[config.mk]
export PLATFORM = sky130hd
export DESIGN_NAME = rotary_encoder_decoder_core
export DESIGN_NICKNAME = d
export VERILOG_FILES = /design/src/rtl/core/renc_pkg.sv /design/src/rtl/core/renc_apb_regs.sv /design/src/rtl/core/renc_step.sv /design/src/rtl/core/rotary_encoder_decoder_core.sv
export SDC_FILE = /design/constraint.sdc
export NUM_CORES = 1
export LEC_CHECK = 0
export BUFFER_PORTS_ARGS = -buffer_cell sky130_fd_sc_hd__buf_4
export CAP_MARGIN = 10
export CORE_MARGIN = 4
export CORE_UTILIZATION = 54
export CTS_BUF_LIST = sky130_fd_sc_hd__clkbuf_8
export DETAILED_ROUTE_END_ITERATION = 7
export GPL_ROUTABILITY_DRIVEN = 0
export PLACE_DENSITY = 0.75
export SYNTH_ARGS = -nofsm -noshare
export SYNTH_HDL_FRONTEND = slang
export SYNTH_SLANG_ARGS = --single-unit
export TNS_END_PERCENT = 5
[constraint.sdc]
create_clock -name clk -period 10.61 [get_ports clk]
set_input_delay 0.5305 -clock clk [delete_from_list [all_inputs] [get_ports clk]]
set_output_delay 0.5305 -clock clk [all_outputs]
set_load 0.01 [all_outputs]
[src/rtl/core/renc_pkg.sv]
// Shared types, constants and helpers for the rotary encoder decoder.
// No dependencies; used by every module in rtl/core.
package renc_pkg;

  // Internal width of the position and run counters
  localparam int COUNT_WIDTH = 16;
  // Compare width: room for the counters and the 15-bit limit with sign and carry
  localparam int CALC_W = ((COUNT_WIDTH > 16) ? COUNT_WIDTH : 16) + 2;

  localparam int DEBOUNCE_W = 16;
  localparam int MAXCNT_W   = 15;
  localparam int STAMP_W    = 32;
  localparam int OUT_W      = 16;
  localparam int APB_DATA_W = 32;
  localparam int APB_ADDR_W = 3;

  localparam logic [MAXCNT_W-1:0]   POS_LIMIT_RST = MAXCNT_W'(20);
  localparam logic [DEBOUNCE_W-1:0] DEBOUNCE_RST  = '0;

  // Register index, taken from paddr[2]
  localparam logic REG_DEBOUNCE  = 1'b0;
  localparam logic REG_POS_LIMIT = 1'b1;

  localparam logic [COUNT_WIDTH-1:0] RUN_MAX = {1'b0, {(COUNT_WIDTH-1){1'b1}}};
  localparam logic [COUNT_WIDTH-1:0] RUN_MIN = {1'b1, {(COUNT_WIDTH-1){1'b0}}};
  localparam logic [CALC_W-1:0] CNT_MAX_C =
    {{(CALC_W-COUNT_WIDTH+1){1'b0}}, {(COUNT_WIDTH-1){1'b1}}};

  typedef logic signed [COUNT_WIDTH-1:0] count_t;

  typedef struct packed {
    logic [DEBOUNCE_W-1:0] debounce_ms;
    logic [MAXCNT_W-1:0]   pos_limit;
  } cfg_t;

  typedef struct packed {
    logic               cmd;
    logic               clk_level;
    logic               dt_level;
    logic [STAMP_W-1:0] now_ms;
  } item_t;

  typedef struct packed {
    logic                    turned;
    logic signed [OUT_W-1:0] position;
    logic signed [OUT_W-1:0] clicks_in_direction;
    logic                    clockwise;
  } result_t;

  // Counter to 16-bit output field: sign-extend if narrower, low bits if wider
  function automatic logic signed [OUT_W-1:0] to_out(input count_t v);
    logic signed [CALC_W-1:0] ext;
    ext = CALC_W'(v);
    return ext[OUT_W-1:0];
  endfunction

endpackage

[src/rtl/core/renc_apb_regs.sv]
// APB-style configuration registers: debounce window and position limit.
// Depends on renc_pkg.
module renc_apb_regs (
  input  logic                               clk,
  input  logic                               rst_n,
  input  logic                               psel,
  input  logic                               penable,
  input  logic                               pwrite,
  input  logic [renc_pkg::APB_ADDR_W-1:0]    paddr,
  input  logic [renc_pkg::APB_DATA_W-1:0]    pwdata,
  output logic [renc_pkg::APB_DATA_W-1:0]    prdata,
  output logic                               pready,
  output renc_pkg::cfg_t                     cfg
);

  logic [renc_pkg::DEBOUNCE_W-1:0] debounce_r, debounce_nxt;
  logic [renc_pkg::MAXCNT_W-1:0]   pos_limit_r, pos_limit_nxt;
  logic                            wr_en;

  assign pready = 1'b1;
  assign wr_en  = psel && penable && pwrite;

  always_comb begin
    debounce_nxt  = debounce_r;
    pos_limit_nxt = pos_limit_r;
    if (wr_en) begin
      case (paddr[2])
        renc_pkg::REG_DEBOUNCE:  debounce_nxt  = pwdata[renc_pkg::DEBOUNCE_W-1:0];
        renc_pkg::REG_POS_LIMIT: pos_limit_nxt = pwdata[renc_pkg::MAXCNT_W-1:0];
        default: ;
      endcase
    end
  end

  always_ff @(posedge clk) begin
    if (!rst_n) begin
      debounce_r  <= renc_pkg::DEBOUNCE_RST;
      pos_limit_r <= renc_pkg::POS_LIMIT_RST;
    end else begin
      debounce_r  <= debounce_nxt;
      pos_limit_r <= pos_limit_nxt;
    end
  end

  always_comb begin
    case (paddr[2])
      renc_pkg::REG_DEBOUNCE:  prdata = renc_pkg::APB_DATA_W'(debounce_r);
      renc_pkg::REG_POS_LIMIT: prdata = renc_pkg::APB_DATA_W'(pos_limit_r);
      default:                 prdata = '0;
    endcase
  end

  assign cfg.debounce_ms = debounce_r;
  assign cfg.pos_limit   = pos_limit_r;

endmodule

[src/rtl/core/renc_step.sv]
// Decoder state and the per-item update: edge detect, debounce, counters.
// Depends on renc_pkg.
module renc_step (
  input  logic              clk,
  input  logic              rst_n,
  input  renc_pkg::cfg_t    cfg,
  input  renc_pkg::item_t   item,
  input  logic              fire,
  output renc_pkg::result_t res
);

  logic                         prev_clk_r, prev_clk_nxt;
  logic                         last_cw_r, last_cw_nxt;
  logic [renc_pkg::STAMP_W-1:0] stamp_r, stamp_nxt;
  renc_pkg::count_t             pos_r, pos_nxt;
  renc_pkg::count_t             run_r, run_nxt;

  logic                         falling;
  logic                         cw_raw, cw;
  logic [renc_pkg::STAMP_W-1:0] elapsed;
  logic                         reject;
  logic signed [renc_pkg::CALC_W-1:0] max_w, lim_w, pos_w, step_w;

  always_comb begin
    falling = !item.cmd && prev_clk_r && !item.clk_level;
    cw_raw  = item.dt_level != item.clk_level;
    elapsed = item.now_ms - stamp_r;
    reject  = (cw_raw != last_cw_r) &&
              (elapsed < renc_pkg::STAMP_W'(cfg.debounce_ms));
    cw      = reject ? last_cw_r : cw_raw;

    max_w = signed'(renc_pkg::CALC_W'(cfg.pos_limit));
    lim_w = (max_w > signed'(renc_pkg::CNT_MAX_C)) ? signed'(renc_pkg::CNT_MAX_C) : max_w;
    pos_w = renc_pkg::CALC_W'(pos_r);
    step_w = cw ? (pos_w + renc_pkg::CALC_W'(1)) : (pos_w - renc_pkg::CALC_W'(1));

    prev_clk_nxt = prev_clk_r;
    last_cw_nxt  = last_cw_r;
    stamp_nxt    = stamp_r;
    pos_nxt      = pos_r;
    run_nxt      = run_r;

    if (item.cmd) begin
      pos_nxt     = '0;
      run_nxt     = '0;
      last_cw_nxt = 1'b1;
    end else begin
      prev_clk_nxt = item.clk_level;
      if (falling) begin
        // run restarts at +/-1 on a change of direction, else saturates
        if (last_cw_r && cw) begin
          if (run_r != renc_pkg::RUN_MAX) run_nxt = run_r + renc_pkg::COUNT_WIDTH'(1);
        end else if (last_cw_r) begin
          run_nxt = '1;
        end else if (!cw) begin
          if (run_r != renc_pkg::RUN_MIN) run_nxt = run_r - renc_pkg::COUNT_WIDTH'(1);
        end else begin
          run_nxt = renc_pkg::COUNT_WIDTH'(1);
        end

        if (cw ? (step_w > lim_w) : (step_w < -lim_w)) begin
          pos_nxt = '0;
        end else begin
          pos_nxt = step_w[renc_pkg::COUNT_WIDTH-1:0];
        end
        last_cw_nxt = cw;
        stamp_nxt   = item.now_ms;
      end
    end

    res.turned              = falling;
    res.position            = renc_pkg::to_out(pos_nxt);
    res.clicks_in_direction = renc_pkg::to_out(run_nxt);
    res.clockwise           = last_cw_nxt;
  end

  always_ff @(posedge clk) begin
    if (!rst_n) begin
      prev_clk_r <= 1'b1;
      last_cw_r  <= 1'b1;
      stamp_r    <= '0;
      pos_r      <= '0;
      run_r      <= '0;
    end else if (fire) begin
      prev_clk_r <= prev_clk_nxt;
      last_cw_r  <= last_cw_nxt;
      stamp_r    <= stamp_nxt;
      pos_r      <= pos_nxt;
      run_r      <= run_nxt;
    end
  end

endmodule

[src/rtl/core/rotary_encoder_decoder_core.sv]
// Top level of the rotary encoder decoder: input register, update stage, result register.
// Depends on renc_pkg, renc_apb_regs and renc_step.
//
// Usage:
//   Input channel (in_valid/in_ready) carries one item per sample: cmd selects a
//   pin sample (clock/data levels with a ms timestamp) or a clear of the counts.
//   Result channel (out_valid/out_ready) returns exactly one result per item, in order.
//   The APB-style port writes debounce_ms at 0x0 and the position limit at 0x4;
//   pready is tied high, and registers should only be written while the block is idle.
// Timing:
//   An item is taken into the input register, goes through the combinational update
//   logic against the decoder state, and lands in the result register: out_valid
//   rises when the result register is loaded, which a low out_ready can hold back.
//   One item per cycle is sustained while out_ready stays high, limited by the single
//   update stage whose state feeds the next item.
// Reset (rst_n low, synchronous): both stages empty, counts zero, clockwise set,
//   previous clock level high, debounce 0, position limit 20.
// Stall: while out_ready is low the result holds; one more item waits in the
//   input register, then in_ready drops.
module rotary_encoder_decoder_core (
  input  logic                                 clk,
  input  logic                                 rst_n,
  input  logic                                 in_valid,
  output logic                                 in_ready,
  input  logic                                 in_cmd,
  input  logic                                 in_clk_level,
  input  logic                                 in_dt_level,
  input  logic [renc_pkg::STAMP_W-1:0]         in_now_ms,
  output logic                                 out_valid,
  input  logic                                 out_ready,
  output logic                                 out_turned,
  output logic signed [renc_pkg::OUT_W-1:0]    out_position,
  output logic signed [renc_pkg::OUT_W-1:0]    out_clicks_in_direction,
  output logic                                 out_clockwise,
  input  logic                                 psel,
  input  logic                                 penable,
  input  logic                                 pwrite,
  input  logic [renc_pkg::APB_ADDR_W-1:0]      paddr,
  input  logic [renc_pkg::APB_DATA_W-1:0]      pwdata,
  output logic [renc_pkg::APB_DATA_W-1:0]      prdata,
  output logic                                 pready
);

  renc_pkg::cfg_t    cfg;
  renc_pkg::item_t   item_r;
  renc_pkg::result_t step_res;
  renc_pkg::result_t res_r;

  logic s1_valid_r, s1_valid_nxt;
  logic out_valid_r, out_valid_nxt;
  logic out_free, s1_fire, in_fire;

  renc_apb_regs u_regs (
    .clk     (clk),
    .rst_n   (rst_n),
    .psel    (psel),
    .penable (penable),
    .pwrite  (pwrite),
    .paddr   (paddr),
    .pwdata  (pwdata),
    .prdata  (prdata),
    .pready  (pready),
    .cfg     (cfg)
  );

  renc_step u_step (
    .clk   (clk),
    .rst_n (rst_n),
    .cfg   (cfg),
    .item  (item_r),
    .fire  (s1_fire),
    .res   (step_res)
  );

  assign out_free = !out_valid_r || out_ready;
  assign s1_fire  = s1_valid_r && out_free;
  assign in_ready = !s1_valid_r || out_free;
  assign in_fire  = in_valid && in_ready;

  always_comb begin
    s1_valid_nxt = s1_valid_r;
    if (in_fire) begin
      s1_valid_nxt = 1'b1;
    end else if (s1_fire) begin
      s1_valid_nxt = 1'b0;
    end
    out_valid_nxt = out_valid_r;
    if (s1_fire) begin
      out_valid_nxt = 1'b1;
    end else if (out_ready) begin
      out_valid_nxt = 1'b0;
    end
  end

  always_ff @(posedge clk) begin
    if (!rst_n) begin
      s1_valid_r  <= 1'b0;
      out_valid_r <= 1'b0;
    end else begin
      s1_valid_r  <= s1_valid_nxt;
      out_valid_r <= out_valid_nxt;
    end
  end

  always_ff @(posedge clk) begin
    if (in_fire) begin
      item_r.cmd       <= in_cmd;
      item_r.clk_level <= in_clk_level;
      item_r.dt_level  <= in_dt_level;
      item_r.now_ms    <= in_now_ms;
    end
    if (s1_fire) begin
      res_r <= step_res;
    end
  end

  assign out_valid               = out_valid_r;
  assign out_turned              = res_r.turned;
  assign out_position            = res_r.position;
  assign out_clicks_in_direction = res_r.clicks_in_direction;
  assign out_clockwise           = res_r.clockwise;

endmodule

# ---- Word-level counts from Yosys, hierarchy flattened
# Cells that the tools add are included.
# Widths: inputs -> output; s select.
dict set report totals {
  memories 0
  reg_bits 168
  mem_bits_rw 0
  latchBits 0
  rom_bits 0
  in_bits 77
}
dict set report op_classes {
  n_eq_ne 4
  n_mux 20
  add_sub_neg 6
  bitwise_logic 2
  n_reduce_logical 20
  multipliers 0
  order_cmp 3
  n_shift 0
  div 0
}
# op n
set op_table {}
lappend op_table {{$mux 16} 10}
lappend op_table {{$pmux 32 s2} 1}
lappend op_table {{$lt 32x16->1} 1}
lappend op_table {{$sub 32x32->32} 1}
lappend op_table {{$gt 18x16->1} 1}
lappend op_table {{$lt 18x18->1} 1}
lappend op_table {{$mux 18} 1}
lappend op_table {{$neg 15->18} 1}
lappend op_table {{$add 16x2->17 const B} 1}
lappend op_table {{$sub 16x2->17 const B} 1}
lappend op_table {{$add 16x2->16 const B} 1}
lappend op_table {{$ne 16x15->1 const B} 1}
lappend op_table {{$ne 16x16->1 const B} 1}
lappend op_table {{$sub 16x2->16 const B} 1}
lappend op_table {{$logic_and 1x1->1} 8}
lappend op_table {{$mux 1} 8}
lappend op_table {{$reduce_and 2->1} 3}
lappend op_table {{$logic_not 1->1} 4}
lappend op_table {{$reduce_bool 2->1} 2}
lappend op_table {{$reduce_and 3->1} 1}
lappend op_table {{$logic_or 1x1->1} 2}
lappend op_table {{$ne 1x1->1} 2}
lappend op_table {{$not 1->1} 2}

# ---- Longest topological paths before layout
dict set report logic_depth {
  ltp_word 10
  depth_mapped 38
  mapped_depth_nobuf 37
}

# ---- Hierarchy
# Synthesis repeated with hierarchy kept, for this count alone.
dict set report unflattened {
  hier_cells 1440
  area_unflattened_um2 11969.0
}
# module area_per_inst_um2 instances cells_per_inst seq_area_each_um2
set modules_own_cells {}
lappend modules_own_cells {renc_step 8252.9 1 1203 1321.3}
lappend modules_own_cells {rotary_encoder_decoder_core 2175.8 1 78 2112.0}
lappend modules_own_cells {renc_apb_regs 1540.2 1 159 620.6}

# ---- Worst setup path before layout
# No wires, ideal clock.
dict set report synth_path {
  kind {reg-to-reg}
  startpoint {register item_r[0] (netlist bit)}
  endpoint {register res_r, in the netlist out_position[9] (data pin)}
  path_slack_ps 2829
  period_less_slack_ps 7781
  arrival_ps 7649
  stages_incl_launch_ff 36
  path_cell_list {edfxtp_1 -> inv_1 -> ha_1 -> fa_1 -> nand2b_1 -> a21o_1 -> nand2b_1 -> xor2_1 -> ha_1 -> and3_1 -> a221o_1 -> a221oi_1 -> o21ai_1 -> a21boi_0 -> mux2_2 -> and4_1 -> nand4_4 -> mux2i_4 -> ha_1 -> nand2_1 -> a2111oi_0 -> nor3_1 -> xnor2_1 -> ha_1 -> nand4_1 -> a211oi_1 -> a211o_1 -> nor4_1 -> o311ai_0 -> o221ai_1 -> nand3_1 -> o311ai_0 -> nand2_1 -> mux2i_2 -> buf_6 -> a22o_1}
}
# element line
set synth_rtl {}
lappend synth_rtl {{start, declared} rotary_encoder_decoder_core.sv:45} ;# renc_pkg::item_t item_r;
lappend synth_rtl {{end signal, assigned} rotary_encoder_decoder_core.sv:113} ;# res_r <= step_res;
lappend synth_rtl {{end, declared} rotary_encoder_decoder_core.sv:47} ;# renc_pkg::result_t res_r;

==> metrics.txt <==
Worst Hold Class=primary input to register; Synth Flop Type=dfxtp_1; slew margin rel.=between 20% and 30%; Peak supply drop=78.36 uV; drt first pass iters=6; FF+latch count, synth=168; Clock Sink Count=between 150 and 200; Clk Latency, worst-skew pair=approximately 0.48 ns; crit path capture type=register; die area=24330 sq um; post-synth cell types=85; # resized after CTS=0; Logic pwr share=23.5%; cell taking the most area after synthesis=edfxtp_1; post-synthesis mux area share=around 1.3%; vias in the first global route=9754; Worst Setup EP=out_position[0]; Post-synth top cells=247 x nand2_1, 141 x a21oi_1, 99 x dfxtp_1, 88 x ha_1, 85 x inv_1; Worst Path Arrival=9.91 ns; Crit Path Max Fanout=16; H-tree depth=4; Avg Synthesized Cell Area=a little over 8 sq um; DRC=0; Adder-Cell Fraction of Synth Area=under 10%; count of final setup violators=0; initial core utilization=55.54%; Worst EP required=about 11 ns; CP max stage delay=0.70 ns; maximum root-to-sink buffer count=2; Fill cells=roughly 1.9k; IO buf count=between 100 and 150; synth warn=0; cts hold-fix bufs=0; Final min period=approximately 9.6 ns; unrepaired setup endpoints after global routing=false; RR Endpoint=out_position[0]; slowest CP cell=mux2i_2; Clock Pin Slew Worst Setup and Hold Paths=about 0.09 ns; # Post-CTS Setup Buffers=0; most frequent cell after synthesis=nand2_1; hpwl dp=21.49 mm; maxcap violations=0; final hold vios=0; Ports=146; Synth Area in Compound Gates=24.04%; startpoint types=register; fmax=0.1046 GHz; critical path class=register to register; Worst Reg-to-Reg Cells=34; Total Power=1.599 mW; number of vias per cell=5.994; Seq/Total Area, Yosys=34.29%; GRT Util Overall=23.41%; EDFF count, synth=69; area growth from synthesis to final layout=10.98%; Synth Area in XOR/XNOR=4.593%; Crit path top cell by count=ha_1; largest net degree at the start of global routing=72; power per cell area=121.9 nW/um^2; number of buffers created by CTS=17; Clock Power Share=31.6%; Lkg Pwr=5.108 nW; Worst Setup SP=item_r[0]; Slew Viols, Final=0; sw frac=31.31%; via count=10.78k; Async SR Flop Fraction=0%; R2R Setup Slk=1.05 ns; # diodes=0; final worst path period share=between 90% and 100%; DRT iter0 DRCs=between 900 and 1k; WL final=a little under 30 mm; largest family of logic cells by synthesized area=compound AO/OA/AOI/OAI gates; sequential cell fraction of total power=44.9%; Tightest Pin Transition=approximately 1.2 ns; Post-Syn Area=roughly 12000 sq um; Die H=156.0 um; top cell type's share of synthesized area=17.53%; GRT Residual Overflow=0; Layout Nets=approximately 1.7k; Int Power=~1.1 mW; Die X=approximately 160 um; share of layout cells above drive strength 1=11.69%; antenna violations before repair=0; DR WL/cell=16.17 um; Core ar.=around 21000 sq um; Synth Area in Simple Gates=around a fifth; Gate Count Post-Synth=1450; reg2reg start=item_r[0]; status=finished, final reports clean; Synth area leaders=edfxtp_1 18%, dfxtp_1 17%, ha_1 9.3%, nand2_1 7.8%, a21oi_1 6.0%; post-route ant nets=0; Worst Skew=approximately 0.014 ns; first-pass GRT wire length=around 47 mm; setup tns final=0 ns; root buffer cell=clkbuf_8; CTS tree=built; Switching Power=between 500 and 600 uW; FP Rows=53
==> power groups by stage <==
| stage | sequential [mW] | clock [mW] | combinational, mW |
|---|---|---|---|
| after global routing | 0.721 | 0.544 | 0.419 |
| after floorplan | 0.727 | 0 | 0.278 |
| after detailed placement | 0.732 | 0 | 0.370 |
| final | 0.718 | 0.505 | 0.377 |
| after CTS | 0.717 | 0.515 | 0.373 |
| after global placement | 0.731 | 0 | 0.361 |
==> cell families after synthesis <==
| group | count (synthesis) |
|---|---|
| other | 2 |
| multiplexers | 13 |
| XOR/XNOR | 62 |
| AND/OR/NAND/NOR | 499 |
| buffers and inverters | 181 |
| AO/OA/AOI/OAI | 435 |
| flip-flops | 168 |
| adder cells (fa/ha/maj) | 90 |
==> worst min path at each step <==
stage	start	slack [ns]	cells past startpoint	to
5_1_grt	in_now_ms[7]	0.19	1	item_r[7]
6_report	in_now_ms[7]	0.22	1	item_r[7]
3_5_place_dp	u_regs.debounce_r[3]	0.45	2	u_regs.debounce_r[3]
4_1_cts	in_now_ms[1]	0.21	1	item_r[1]
2_1_floorplan	u_regs.debounce_r[10]	0.44	2	u_regs.debounce_r[10]
3_3_place_gp	u_step.stamp_r[12]	0.44	2	u_step.stamp_r[12]
==> layout make-up <==
type	count	area [sq um]	area share (%)
repair buffers	120	908.4	6.923
flip-flops and latches	168	4054	30.90
well taps	275	344.1	2.622
multi-input cells	1116	7059	53.80
clock buffers	19	261.5	1.993
clock inverters	13	167.7	1.278
inverters	87	326.6	2.489
==> metrics by stage <==
| step | hold slack, ns | area [sq um] | std cells | worst slack, ns | util [%] |
|---|---|---|---|---|---|
| 6_report | 0.2234 | 13120 | 1798 | 1.046 | 61.64 |
| 5_1_grt | 0.1936 | 13120 | 1798 | 0.1430 | 61.64 |
| 4_1_cts | 0.2061 | 13110 | 1797 | 1.059 | 61.57 |
| 3_5_place_dp | 0.4469 | 12680 | 1765 | 1.146 | 59.55 |
| 3_3_place_gp | 0.4416 | 12680 | 1765 | 1.381 | 59.55 |
| 2_1_floorplan | 0.4363 | 11880 | 1465 | 2.829 | - |
==> cells in the final DEF, fill, tap and decap left out, types with 19 or more instances in the layout <==
master and n:
nand2_1 247, o21ai_0 70, ha_1 88, nor2_1 70, buf_4 119, dfxtp_1 99, clkbuf_8 19, a22o_1 34
nor3_1 29, xnor2_1 46, a21o_1 25, edfxtp_1 69, nand4_1 24, a21oi_1 141, inv_1 85, nand3_1 38
==> flip-flops by register name, summed over array words and instances (netlist names), 15 cells and up <==
signal                   count
u_regs.pos_limit_r          15
u_step.stamp_r              32
out_position                16
out_clicks_in_direction     16
item_r                      35
u_step.pos_r                16
u_step.run_r                16
u_regs.debounce_r           16
==> routing by layer <==
layer | track usage [%] | vias to the layer above | part of all wire (%)
met5 | 0 | - | 0
met4 | 7.503 | 0 | 2.3
met3 | 3.939 | 59 | 6.7
met2 | 38.62 | 404 | 47
met1 | 31.43 | 4976 | 44
li1 | - | 5339 | -
==> critical path, delay by kind of cell (launching register included) <==
family | cells | cell delay [ns]
AO/OA/AOI/OAI | 11 | 2.81
AND/OR/NAND/NOR | 11 | 2.24
adder cells (fa/ha/maj) | 5 | 1.72
multiplexers | 4 | 1.55
XOR/XNOR | 2 | 0.70
flip-flops | 1 | 0.35
buffers and inverters | 1 | 0.04
(Power assumes the default switching activity.)
